### src/sv/itda_pkg.sv
// ----------------------------------------------------------------------------
// itda_pkg
// shared types and constants for the integer to decimal ascii converter
// ----------------------------------------------------------------------------
`default_nettype none

package itda_pkg;

  localparam int DEF_VALUE_BITS  = 64;
  localparam int DEC_DIGITS      = 20;
  localparam int BCD_W           = 4 * DEC_DIGITS;
  localparam int DIGIT_IDX_W     = $clog2(DEC_DIGITS);
  localparam int ITERS_PER_STAGE = 8;

  localparam logic [7:0] ASCII_ZERO = 8'd48;
  localparam logic [7:0] MINUS_CHAR = 8'd45;
  localparam logic [3:0] DEC_BASE   = 4'd10;

  typedef struct packed {
    logic [63:0] number;
    logic        signed_mode;
  } num_item_t;

  typedef struct packed {
    logic [7:0] ascii_char;
    logic       last_char;
  } txt_item_t;

endpackage

`default_nettype wire

### src/sv/itda_front.sv
// ----------------------------------------------------------------------------
// itda_front
// input stage: trims to the value width and forms sign and magnitude
// ----------------------------------------------------------------------------
`default_nettype none

module itda_front import itda_pkg::*; #(
  parameter int VALUE_BITS = DEF_VALUE_BITS
) (
  input  wire logic                  clk,
  input  wire logic                  rst,
  input  wire logic                  in_valid,
  output      logic                  in_ready,
  input  wire num_item_t             in_item,
  output      logic                  out_valid,
  input  wire logic                  out_ready,
  output      logic [VALUE_BITS-1:0] out_mag,
  output      logic                  out_neg
);

  logic [VALUE_BITS-1:0] raw;
  logic                  neg_next;

  assign raw      = in_item.number[VALUE_BITS-1:0];
  assign neg_next = in_item.signed_mode & raw[VALUE_BITS-1];
  assign in_ready = !out_valid || out_ready;

  always_ff @(posedge clk) begin
    if (rst) begin
      out_valid <= 1'b0;
    end else if (in_ready) begin
      out_valid <= in_valid;
    end
  end

  always_ff @(posedge clk) begin
    if (in_ready && in_valid) begin
      out_neg <= neg_next;
      out_mag <= neg_next ? (~raw + 1'b1) : raw;
    end
  end

endmodule

`default_nettype wire

### src/sv/itda_dabble_stage.sv
// ----------------------------------------------------------------------------
// itda_dabble_stage
// one pipeline stage of shift-add-3 binary to bcd conversion
// ----------------------------------------------------------------------------
`default_nettype none

module itda_dabble_stage import itda_pkg::*; #(
  parameter int VALUE_BITS = DEF_VALUE_BITS,
  parameter int ITERS      = ITERS_PER_STAGE
) (
  input  wire logic                  clk,
  input  wire logic                  rst,
  input  wire logic                  in_valid,
  output      logic                  in_ready,
  input  wire logic [BCD_W-1:0]      in_bcd,
  input  wire logic [VALUE_BITS-1:0] in_bin,
  input  wire logic                  in_neg,
  output      logic                  out_valid,
  input  wire logic                  out_ready,
  output      logic [BCD_W-1:0]      out_bcd,
  output      logic [VALUE_BITS-1:0] out_bin,
  output      logic                  out_neg
);

  logic [BCD_W-1:0]      bcd_next;
  logic [VALUE_BITS-1:0] bin_next;

  // adjust digits of five or more, then shift one binary bit in
  always_comb begin
    bcd_next = in_bcd;
    bin_next = in_bin;
    for (int it = 0; it < ITERS; it++) begin
      for (int d = 0; d < DEC_DIGITS; d++) begin
        if (bcd_next[4*d +: 4] >= 4'd5) begin
          bcd_next[4*d +: 4] = bcd_next[4*d +: 4] + 4'd3;
        end
      end
      bcd_next = {bcd_next[BCD_W-2:0], bin_next[VALUE_BITS-1]};
      bin_next = {bin_next[VALUE_BITS-2:0], 1'b0};
    end
  end

  assign in_ready = !out_valid || out_ready;

  always_ff @(posedge clk) begin
    if (rst) begin
      out_valid <= 1'b0;
    end else if (in_ready) begin
      out_valid <= in_valid;
    end
  end

  always_ff @(posedge clk) begin
    if (in_ready && in_valid) begin
      out_bcd <= bcd_next;
      out_bin <= bin_next;
      out_neg <= in_neg;
    end
  end

endmodule

`default_nettype wire

### src/sv/itda_emit.sv
// ----------------------------------------------------------------------------
// itda_emit
// character serializer: sign, then digits from the leading nonzero one
// ----------------------------------------------------------------------------
`default_nettype none

module itda_emit import itda_pkg::*; (
  input  wire logic             clk,
  input  wire logic             rst,
  input  wire logic             in_valid,
  output      logic             in_ready,
  input  wire logic [BCD_W-1:0] in_bcd,
  input  wire logic             in_neg,
  output      logic             out_valid,
  input  wire logic             out_ready,
  output      txt_item_t        out_item
);

  logic                   busy;
  logic                   sign_pend;
  logic [DIGIT_IDX_W-1:0] pos;
  logic [BCD_W-1:0]       bcd;
  logic [DIGIT_IDX_W-1:0] lead;
  logic                   out_free;
  logic [3:0]             digit;

  // highest nonzero digit, zero when the value is zero
  always_comb begin
    lead = '0;
    for (int d = 0; d < DEC_DIGITS; d++) begin
      if (in_bcd[4*d +: 4] != 4'd0) begin
        lead = DIGIT_IDX_W'(d);
      end
    end
  end

  assign in_ready = !busy;
  assign out_free = !out_valid || out_ready;
  assign digit    = bcd[4*pos +: 4];

  always_ff @(posedge clk) begin
    if (rst) begin
      busy      <= 1'b0;
      sign_pend <= 1'b0;
      out_valid <= 1'b0;
    end else begin
      if (busy && out_free) begin
        out_valid <= 1'b1;
        if (sign_pend) begin
          sign_pend <= 1'b0;
        end else if (pos == '0) begin
          busy <= 1'b0;
        end
      end else if (out_ready) begin
        out_valid <= 1'b0;
      end
      if (in_valid && !busy) begin
        busy      <= 1'b1;
        sign_pend <= in_neg;
      end
    end
  end

  always_ff @(posedge clk) begin
    if (in_valid && !busy) begin
      bcd <= in_bcd;
      pos <= lead;
    end else if (busy && out_free) begin
      if (sign_pend) begin
        out_item.ascii_char <= MINUS_CHAR;
        out_item.last_char  <= 1'b0;
      end else begin
        out_item.ascii_char <= ASCII_ZERO + {4'b0, digit};
        out_item.last_char  <= (pos == '0);
        pos                 <= pos - 1'b1;
      end
    end
  end

  a_minus_not_last: assert property (@(posedge clk) disable iff (rst)
    out_valid && out_item.ascii_char == MINUS_CHAR |-> !out_item.last_char)
    else $error("minus sign marked as last character");

  a_char_code: assert property (@(posedge clk) disable iff (rst)
    out_valid |-> out_item.ascii_char == MINUS_CHAR ||
                  (out_item.ascii_char >= ASCII_ZERO &&
                   out_item.ascii_char < ASCII_ZERO + {4'b0, DEC_BASE}))
    else $error("character is neither a digit nor a minus sign");

  a_load_busy: assert property (@(posedge clk) disable iff (rst)
    in_valid && in_ready |=> busy)
    else $error("loaded item did not start emission");

  a_done_last: assert property (@(posedge clk) disable iff (rst)
    busy && out_free && !sign_pend && pos == '0 |=> out_item.last_char)
    else $error("final digit not marked last");

endmodule

`default_nettype wire

### src/sv/integer_to_decimal_ascii.sv
// ----------------------------------------------------------------------------
// integer_to_decimal_ascii
// binary integer to decimal ascii text, one character per output item
// ----------------------------------------------------------------------------
// path: the first character passes the front stage, the shift-add-3 stages of
//   up to eight bits each, the emitter load and the output register
// throughput: the emitter sends one character per cycle while txt_ready does not
//   stall it; it loads a new item only after the last character of the one before
// reset: synchronous, clears all valid bits and the emitter; no memories
// ----------------------------------------------------------------------------
`default_nettype none

module integer_to_decimal_ascii import itda_pkg::*; #(
  parameter int VALUE_BITS = DEF_VALUE_BITS
) (
  input  wire logic      clk,
  input  wire logic      rst,
  input  wire logic      num_valid,
  output      logic      num_ready,
  input  wire num_item_t num,
  output      logic      txt_valid,
  input  wire logic      txt_ready,
  output      txt_item_t txt
);

  // number of shift-add-3 stages, up to eight binary bits each
  localparam int NSTG = (VALUE_BITS + ITERS_PER_STAGE - 1) / ITERS_PER_STAGE;

  // pipeline links: index 0 is the front stage output
  logic                  vld [NSTG+1];
  logic                  rdy [NSTG+1];
  logic [BCD_W-1:0]      bcd [NSTG+1];
  logic [VALUE_BITS-1:0] bin [NSTG+1];
  logic                  neg [NSTG+1];

  // front: trim, sign detect, negate to magnitude
  itda_front #(
    .VALUE_BITS(VALUE_BITS)
  ) u_front (
    .clk      (clk),
    .rst      (rst),
    .in_valid (num_valid),
    .in_ready (num_ready),
    .in_item  (num),
    .out_valid(vld[0]),
    .out_ready(rdy[0]),
    .out_mag  (bin[0]),
    .out_neg  (neg[0])
  );

  // bcd accumulator starts empty
  assign bcd[0] = '0;

  // shift-add-3 chain, the last stage may take fewer than eight bits
  for (genvar g = 0; g < NSTG; g++) begin : g_stage
    localparam int LEFT  = VALUE_BITS - g * ITERS_PER_STAGE;
    localparam int ITERS = (LEFT < ITERS_PER_STAGE) ? LEFT : ITERS_PER_STAGE;

    itda_dabble_stage #(
      .VALUE_BITS(VALUE_BITS),
      .ITERS     (ITERS)
    ) u_stage (
      .clk      (clk),
      .rst      (rst),
      .in_valid (vld[g]),
      .in_ready (rdy[g]),
      .in_bcd   (bcd[g]),
      .in_bin   (bin[g]),
      .in_neg   (neg[g]),
      .out_valid(vld[g+1]),
      .out_ready(rdy[g+1]),
      .out_bcd  (bcd[g+1]),
      .out_bin  (bin[g+1]),
      .out_neg  (neg[g+1])
    );
  end

  // serializer with its own output register
  itda_emit u_emit (
    .clk      (clk),
    .rst      (rst),
    .in_valid (vld[NSTG]),
    .in_ready (rdy[NSTG]),
    .in_bcd   (bcd[NSTG]),
    .in_neg   (neg[NSTG]),
    .out_valid(txt_valid),
    .out_ready(txt_ready),
    .out_item (txt)
  );

endmodule

`default_nettype wire
### config.mk
export PLATFORM = sky130hd
export DESIGN_NAME = integer_to_decimal_ascii
export DESIGN_NICKNAME = d
export VERILOG_FILES = /design/src/sv/itda_pkg.sv /design/src/sv/itda_front.sv /design/src/sv/itda_dabble_stage.sv /design/src/sv/itda_emit.sv /design/src/sv/integer_to_decimal_ascii.sv
export SDC_FILE = /design/constraint.sdc
export NUM_CORES = 2
export LEC_CHECK = 0
export ABC_CLOCK_PERIOD_IN_PS = 8400
export BUFFER_PORTS_ARGS = -buffer_cell sky130_fd_sc_hd__buf_2
export CAP_MARGIN = 20
export CORE_UTILIZATION = 68
export CTS_BUF_LIST = sky130_fd_sc_hd__clkbuf_8
export DETAILED_ROUTE_END_ITERATION = 12
export HOLD_SLACK_MARGIN = 0.08
export PLACE_DENSITY = 0.88
export SETUP_SLACK_MARGIN = 0.3
export SLEW_MARGIN = 20
export SYNTH_ARGS = -nofsm -noshare
export SYNTH_HDL_FRONTEND = slang
export SYNTH_SLANG_ARGS = --single-unit
### constraint.sdc
create_clock -name clk -period 8.4 [get_ports clk]
set_input_delay 1.26 -clock clk [delete_from_list [all_inputs] [get_ports clk]]
set_output_delay 1.26 -clock clk [all_outputs]
set_load 0.005 [all_outputs]
# [Word-level counts from Yosys, hierarchy flattened]
# Cells that the tools add are included.
[word_totals] reg_bits=971 latch_bits=0 mem_bits_rw=0 romBits=0 inputBits=69 output_inout_bits=11 elab_cells=3350 n_memories=0
[op_classes] n_addsub=1073 mul=0 div_mod_pow=0 n_lt_le_gt_ge=1070 n_eq_ne=1 shifts=1 mux=1101 bitwise=3 reduce_logical=58
[op_table] operator="greater-or-equal comparator 4 x 3 -> 1 bit (second input constant)" n=1050
[op_table] operator="two-way mux 4 bit" n=1032
[op_table] operator="adder 4 x 2 -> 4 bit (second input constant)" n=1007
[op_table] operator="two-way mux 3 bit" n=48
[op_table] operator="adder 3 x 2 -> 3 bit (second input constant)" n=43
[op_table] operator="variable part select 80 x 8 -> 4 bit" n=1
[op_table] operator="nonzero test 4 bit" n=19
[op_table] operator="adder 64 x 1 -> 64 bit (second input constant)" n=1
[op_table] operator="two-way mux 64 bit" n=1
[op_table] operator="inverter 64 bit" n=1
[op_table] operator="adder 1 x 2 -> 3 bit (second input constant)" n=18
[op_table] operator="greater-or-equal comparator 1 x 3 -> 1 bit (second input constant)" n=18
[op_table] operator="two-way mux 5 bit" n=7
[op_table] operator="logical AND 1 bit" n=11
[op_table] operator="logical NOT 1 bit" n=11
[op_table] operator="two-way mux 1 bit" n=11
[op_table] operator="logical OR 1 bit" n=10
[op_table] operator="adder 6 x 4 -> 7 bit (first input constant)" n=1
[op_table] operator="adder 1 x 2 -> 3 bit (both inputs constant)" n=2
[op_table] operator="greater-or-equal comparator 1 x 3 -> 1 bit (both inputs constant)" n=2
[op_table] operator="nonzero test 2 bit" n=3
[op_table] operator="logical NOT 5 bit" n=1
[op_table] operator="subtractor 5 x 1 -> 5 bit (second input constant)" n=1
[op_table] operator="two-way mux 2 bit" n=2
[op_table] operator="5 further kinds" n=6

# [Longest topological paths before layout]
[depth] word_depth=21 mapped_depth=38 mapped_depth_nobuf=38

# [Hierarchy]
# A second synthesis with hierarchy kept.
[hier_totals] hier_cells=26923 area_unflattened_um2=206868.4
[by_module_without_submodules] mod="itda_dabble_stage" n_inst=8 cells_each=3299 area_each_um2=24920.2 seq_area_each_um2=4134.0
[by_module_without_submodules] mod="itda_emit" n_inst=1 cells_each=236 area_each_um2=3983.8 seq_area_each_um2=2792.7
[by_module_without_submodules] mod="itda_front" n_inst=1 cells_each=294 area_each_um2=3519.6 seq_area_each_um2=1971.9
[by_module_without_submodules] mod="integer_to_decimal_ascii" n_inst=1 cells_each=1 area_each_um2=3.8 seq_area_each_um2=0.0

# [Least setup slack after synthesis]
# OpenSTA, ideal clock, no wires.
[synth_timing] path_type="reg-to-reg" from="reg g_stage[7].u_stage.out_valid" to="reg g_stage[5].u_stage.out_bcd[0] (enable)" setup_ps=641 arrival_time_ps=6361 t_required_ps=7759 path_slack_ps=1398 stages_incl_launch_ff=3 path_buffers=0 synth_period_minus_slack_ps=7002 path_cell_list="dfxtp_1 > and3_1 > a21boi_0"
[synth_between] elab_chain_cells=5
[synth_rtl] element="from (decl)" line_no="itda_dabble_stage.sv:18" source="output logic out_valid,"
[synth_rtl] element="from (signal assigned)" line_no="itda_dabble_stage.sv:49" source="out_valid <= in_valid;"
[synth_rtl] element="logical NOT 1 bit" line_no="itda_dabble_stage.sv:43" source="assign in_ready = !out_valid || out_ready;"
[synth_rtl] element="logical OR 1 bit (3 in series)" line_no="itda_dabble_stage.sv:43"
[synth_rtl] element="logical AND 1 bit" line_no="itda_dabble_stage.sv:54" source="if (in_ready && in_valid) begin"
[synth_rtl] element="to (signal assigned)" line_no="itda_dabble_stage.sv:55" source="out_bcd <= bcd_next;"
[synth_rtl] element="to (decl)" line_no="itda_dabble_stage.sv:20" source="output logic [BCD_W-1:0] out_bcd,"
# No other way between the ends.
# A chain may end at the register's enable or synchronous reset.

# [Worst setup path in the final report]
[layout_timing] from="reg g_stage[1].u_stage.out_bcd[0]" to="reg g_stage[2].u_stage.out_bcd[10] (data pin)"
[layout_between] elab_chain_cells=16 word_cells_on_any_way=54 classes_between="18 x add/sub; 18 x order compare; 18 x mux"
[layout_rtl] element="from (decl)" line_no="itda_dabble_stage.sv:20"
[layout_rtl] element="from (signal assigned)" line_no="itda_dabble_stage.sv:55"
[layout_rtl] element="adder 4 x 2 -> 4 bit / greater-or-equal comparator 4 x 3 -> 1 bit (equally long branches)" line_no="itda_dabble_stage.sv:35, itda_dabble_stage.sv:34"
[layout_rtl] element="two-way mux 4 bit *" line_no="itda_dabble_stage.sv:34" source="if (bcd_next[4*d +: 4] >= 4'd5) begin"
[layout_rtl] element="adder 4 x 2 -> 4 bit / greater-or-equal comparator 4 x 3 -> 1 bit (equally long branches)" line_no="itda_dabble_stage.sv:35, itda_dabble_stage.sv:34"
[layout_rtl] element="two-way mux 4 bit" line_no="itda_dabble_stage.sv:34"
[layout_rtl] element="adder 4 x 2 -> 4 bit / greater-or-equal comparator 4 x 3 -> 1 bit (equally long branches)" line_no="itda_dabble_stage.sv:35, itda_dabble_stage.sv:34"
[layout_rtl] element="two-way mux 4 bit" line_no="itda_dabble_stage.sv:34"
[layout_rtl] element="adder 4 x 2 -> 4 bit / greater-or-equal comparator 4 x 3 -> 1 bit (equally long branches)" line_no="itda_dabble_stage.sv:35, itda_dabble_stage.sv:34"
[layout_rtl] element="two-way mux 4 bit" line_no="itda_dabble_stage.sv:34"
[layout_rtl] element="adder 4 x 2 -> 4 bit / greater-or-equal comparator 4 x 3 -> 1 bit (equally long branches)" line_no="itda_dabble_stage.sv:35, itda_dabble_stage.sv:34"
[layout_rtl] element="two-way mux 4 bit" line_no="itda_dabble_stage.sv:34"
[layout_rtl] element="adder 4 x 2 -> 4 bit / greater-or-equal comparator 4 x 3 -> 1 bit (equally long branches)" line_no="itda_dabble_stage.sv:35, itda_dabble_stage.sv:34"
[layout_rtl] element="two-way mux 4 bit" line_no="itda_dabble_stage.sv:34"
[layout_rtl] element="adder 4 x 2 -> 4 bit / greater-or-equal comparator 4 x 3 -> 1 bit (equally long branches)" line_no="itda_dabble_stage.sv:35, itda_dabble_stage.sv:34"
[layout_rtl] element="two-way mux 4 bit" line_no="itda_dabble_stage.sv:34"
[layout_rtl] element="adder 4 x 2 -> 4 bit / greater-or-equal comparator 4 x 3 -> 1 bit (equally long branches)" line_no="itda_dabble_stage.sv:35, itda_dabble_stage.sv:34"
[layout_rtl] element="two-way mux 4 bit *" line_no="itda_dabble_stage.sv:34"
[layout_rtl] element="named net g_stage[2].u_stage.bcd_next[10]" line_no="itda_dabble_stage.sv:25" source="logic [BCD_W-1:0] bcd_next;"
[layout_rtl] element="to (signal assigned)" line_no="itda_dabble_stage.sv:55"
[layout_rtl] element="to (decl)" line_no="itda_dabble_stage.sv:20"
# The timed path passes the listed nets; every way through them passes the cells marked *.

==> out/qor.csv <==
stage,metric,value,unit
die,die_area,0.148,mm2
yosys,syn_area,0.0994,mm2
setup_path,r2r_slack,0.88,ns
detailed_routing,route.detailed.drc,0,
setup_path,worstPathArrival,8.27,ns
sta,setup-violations-final,0,
detailed_routing,dr_total_vias,92400,
clock_network,postCtsSetupBuffers,0,
final_layout,drive_gt1_share,10.5,%
global_route,grt_max_degree,89,
yosys,yosysSeqAreaShare,23.3,%
placement,gp_congestion,0.889,
setup_path,worst_ep_required_time,9.15,ns
detailed_routing,via_per_inst,6.47,
final_layout,layout_commonest_cell,nor2_1,
yosys,synth_cell_types,151,
setup_path,start_kind,flip-flop,
setup_path,path_delay_family,compound AO/OA/AOI/OAI gates,
global_route,grt_pass1_vias,85900,
clock_network,cts_hold_buf,0,
run_status,status,completed,
setup_path,r2r-end,g_stage[2].u_stage.out_bcd[10],
yosys,syn_area_per_cell,8.08,um2
yosys,ys_warn_count,0,
sta,finalCritPeriodShare,89.5,%
clock_network,cts.path.max_buffers,3,
clock_network,cts_inserted_buffers,139,
global_route,grt_pass1_wl,373000,um
global_route,grt.overflow.total,0,
sta,rsz0062_at_grt,yes,
die,rows,139,
setup_path,crit_top_cell,a21oi_1,
die,core-area,0.144,mm2
placement,dp_cells,14000,
yosys,synthArstFlopShare,0,%
detailed_routing,wl_per_cell,15.5,um
placement,numPortBuffers,76,
placement,pre_cts_ws,0.814,ns
die,start_util,68.8,%
setup_path,slowest_stage,a311oi_1,
final_layout,area_delta_synth_final,4.81,%
hold_path,hp-start,g_stage[4].u_stage.out_bin[49],
detailed_routing,drt_wl_total,222000,um
sta,fmax,133,MHz
global_route,track_usage,28.5,%
yosys,synthesis.instances,12300,
die,die_x,384,um
clock_network,cts-resized-gates,0,
setup_path,crit_fanout,14,
yosys,synth_top_area_share,23.0,%
clock_network,cts_sinks,774,
setup_path,cp-end-kind,flip-flop,
setup_path,critPathBufInv,3,
yosys,ys_seq_elements,774,
sta,maxSlewHeadroom,25.3,%
clock_network,insertion_delay,0.92,ns
sta,fin_skew,0.0693,ns
hold_path,hold_path_class,flip-flop to flip-flop,
die,io_pins,80,
sta,setup_tns,0,ns
setup_path,critPathMaxStageDelay,0.67,ns
final_layout,nNetsFinal,12900,
placement,hpwlAfterDp,169000,um
yosys,yosys_most_used_dff,edfxtp_1,
die,die-height,384,um
detailed_routing,drtPass1Iterations,9,
setup_path,reg2reg_from,g_stage[1].u_stage.out_bcd[0],
global_route,antenna_found_initial,1,
final_layout,layout_common_cells,"1124 x nor2_1, 963 x a21oi_1, 937 x nand2_1",
sta,maxSlewViolCount,0,
final_layout,fin_cells,14300,
sta,fin_ws,0.880,ns
sta,worst-slew-pin-transition,1.12,ns
yosys,ys_top_cells_by_area,"edfxtp_1 23%, ha_1 7.3%, a21oi_1 4.9%",
job,cap_violations,0,
clock_network,clock-root-buffer,clkbuf_8,
clock_network,htree_levels,4,
hold_path,hold_depth,0,
hold_path,holdPathEnd,g_stage[5].u_stage.out_bin[57],
setup_path,critPathKind,flip-flop to flip-flop,
sta,hold_violations,0,
yosys,synth_edf_count,762,
detailed_routing,drt-initial-drc-count,6337,
setup_path,r2r_cells,29,
clock_network,cts.clk_slew.worst_paths,0.07,ns
sta,period_needed,7.52,ns
yosys,synth_largest_area_cell,edfxtp_1,
clock_network,cts_tree,yes,
detailed_routing,ant_nets,0,
==> stage by stage <==
stage	utilization, %	area, um2	hold WS, ns
floorplan	-	99400	0.400
global placement	70.2	101000	0.401
detailed placement	70.2	101000	0.405
CTS	72.1	104000	0.410
global route	72.2	104000	0.413
finish	72.2	104000	0.408
==> logic make-up (layout without fill, tap and decap cells) <==
logic type,count (synthesis),after routing,synth area share (%)
compound gates,4492,4492,31.0
xor+xnor,678,678,6.96
fa+ha+maj,623,623,7.74
buf+inv,1184,1254,4.60
flops,774,774,23.3
mux,659,659,7.36
other cells,2,4,0.00756
simple gates,3890,3890,19.1
==> worst reg2reg max path, delay by kind of cell, from the launching register on <==
family	cells	cell delay [ns]
flip-flops	1	0.56
XOR/XNOR	1	0.21
AO/OA/AOI/OAI	13	3.62
AND/OR/NAND/NOR	8	1.33
buffers and inverters	3	0.48
adder cells (fa/ha/maj)	4	1.16
==> registers in the layout, summed over array words and instances, names as in the netlist <==
| signal | cells |
|---|---|
| g_stage.u_stage.out_bcd | 374 |
| g_stage.u_stage.out_bin | 224 |
| g_stage.u_stage.out_neg | 8 |
| g_stage.u_stage.out_valid | 8 |
| u_emit.bcd | 80 |
| u_emit.busy | 1 |
| u_emit.out_item | 6 |
| u_emit.out_valid | 1 |
| u_emit.pos | 5 |
| u_emit.sign_pend | 1 |
| u_front.out_mag | 64 |
| u_front.out_neg | 1 |
| u_front.out_valid | 1 |
==> cell type report <==
| cell class | count | area (um2) |
|---|---|---|
| diodes | 1 | 2.50 |
| clock buffers | 142 | 1950 |
| clock inverters | 101 | 766 |
| fillers | 10700 | 40200 |
| inverters | 897 | 3370 |
| multi-input cells | 10300 | 71900 |
| flip-flops and latches | 774 | 23100 |
| well taps | 1903 | 2380 |
| repair buffers | 114 | 687 |
==> worst max path at each step <==
stage | start | endpoint | slack [ns] | depth (start not counted)
after floorplan | g_stage[7].u_stage.out_valid | g_stage[5].u_stage.out_bcd[0] | 1.40 | 2
after global placement | g_stage[1].u_stage.out_bcd[16] | g_stage[2].u_stage.out_bcd[25] | 0.98 | 37
after detailed placement | g_stage[1].u_stage.out_bcd[16] | g_stage[2].u_stage.out_bcd[26] | 0.81 | 37
after CTS | g_stage[1].u_stage.out_bcd[16] | g_stage[2].u_stage.out_bcd[26] | 0.77 | 37
after global routing | g_stage[1].u_stage.out_bcd[16] | g_stage[2].u_stage.out_bcd[26] | 0.18 | 38
final | g_stage[1].u_stage.out_bcd[0] | g_stage[2].u_stage.out_bcd[10] | 0.88 | 29
==> metal layers <==
metal | vias to the layer above | track usage, % | part of all wire [%] | routed length, um
met1 | 43300 | 32.2 | 41 | 91400
met3 | 447 | 3.04 | 3.9 | 8710
met4 | 0 | 10.4 | 2.9 | 6460
met2 | 2321 | 54.4 | 52 | 115000
li1 | 46300 | - | - | -
met5 | - | 0 | 0 | 0
==> cells in the mapped netlist, drive strengths merged, types with 92 or more instances <==
library cell,n
nand3,256
xnor2,507
or2,132
o22ai,126
xor2,168
o21bai,117
a31oi,255
o211ai,199
nand2,940
o21a,160
nor2,1132
a211oi,207
mux2i,384
and2,160
or3,94
a21o,161
ha,580
inv,887
mux2,250
clkbuf,203
o21ai,1081
nor2b,184
nor3b,110
nor3,301
a22oi,92
a21oi,1047
o31ai,121
nand2b,260
edfxtp,762
Power is not shown: default switching activity piles up to over one toggle a cycle in this logic, so the estimate is an artifact.
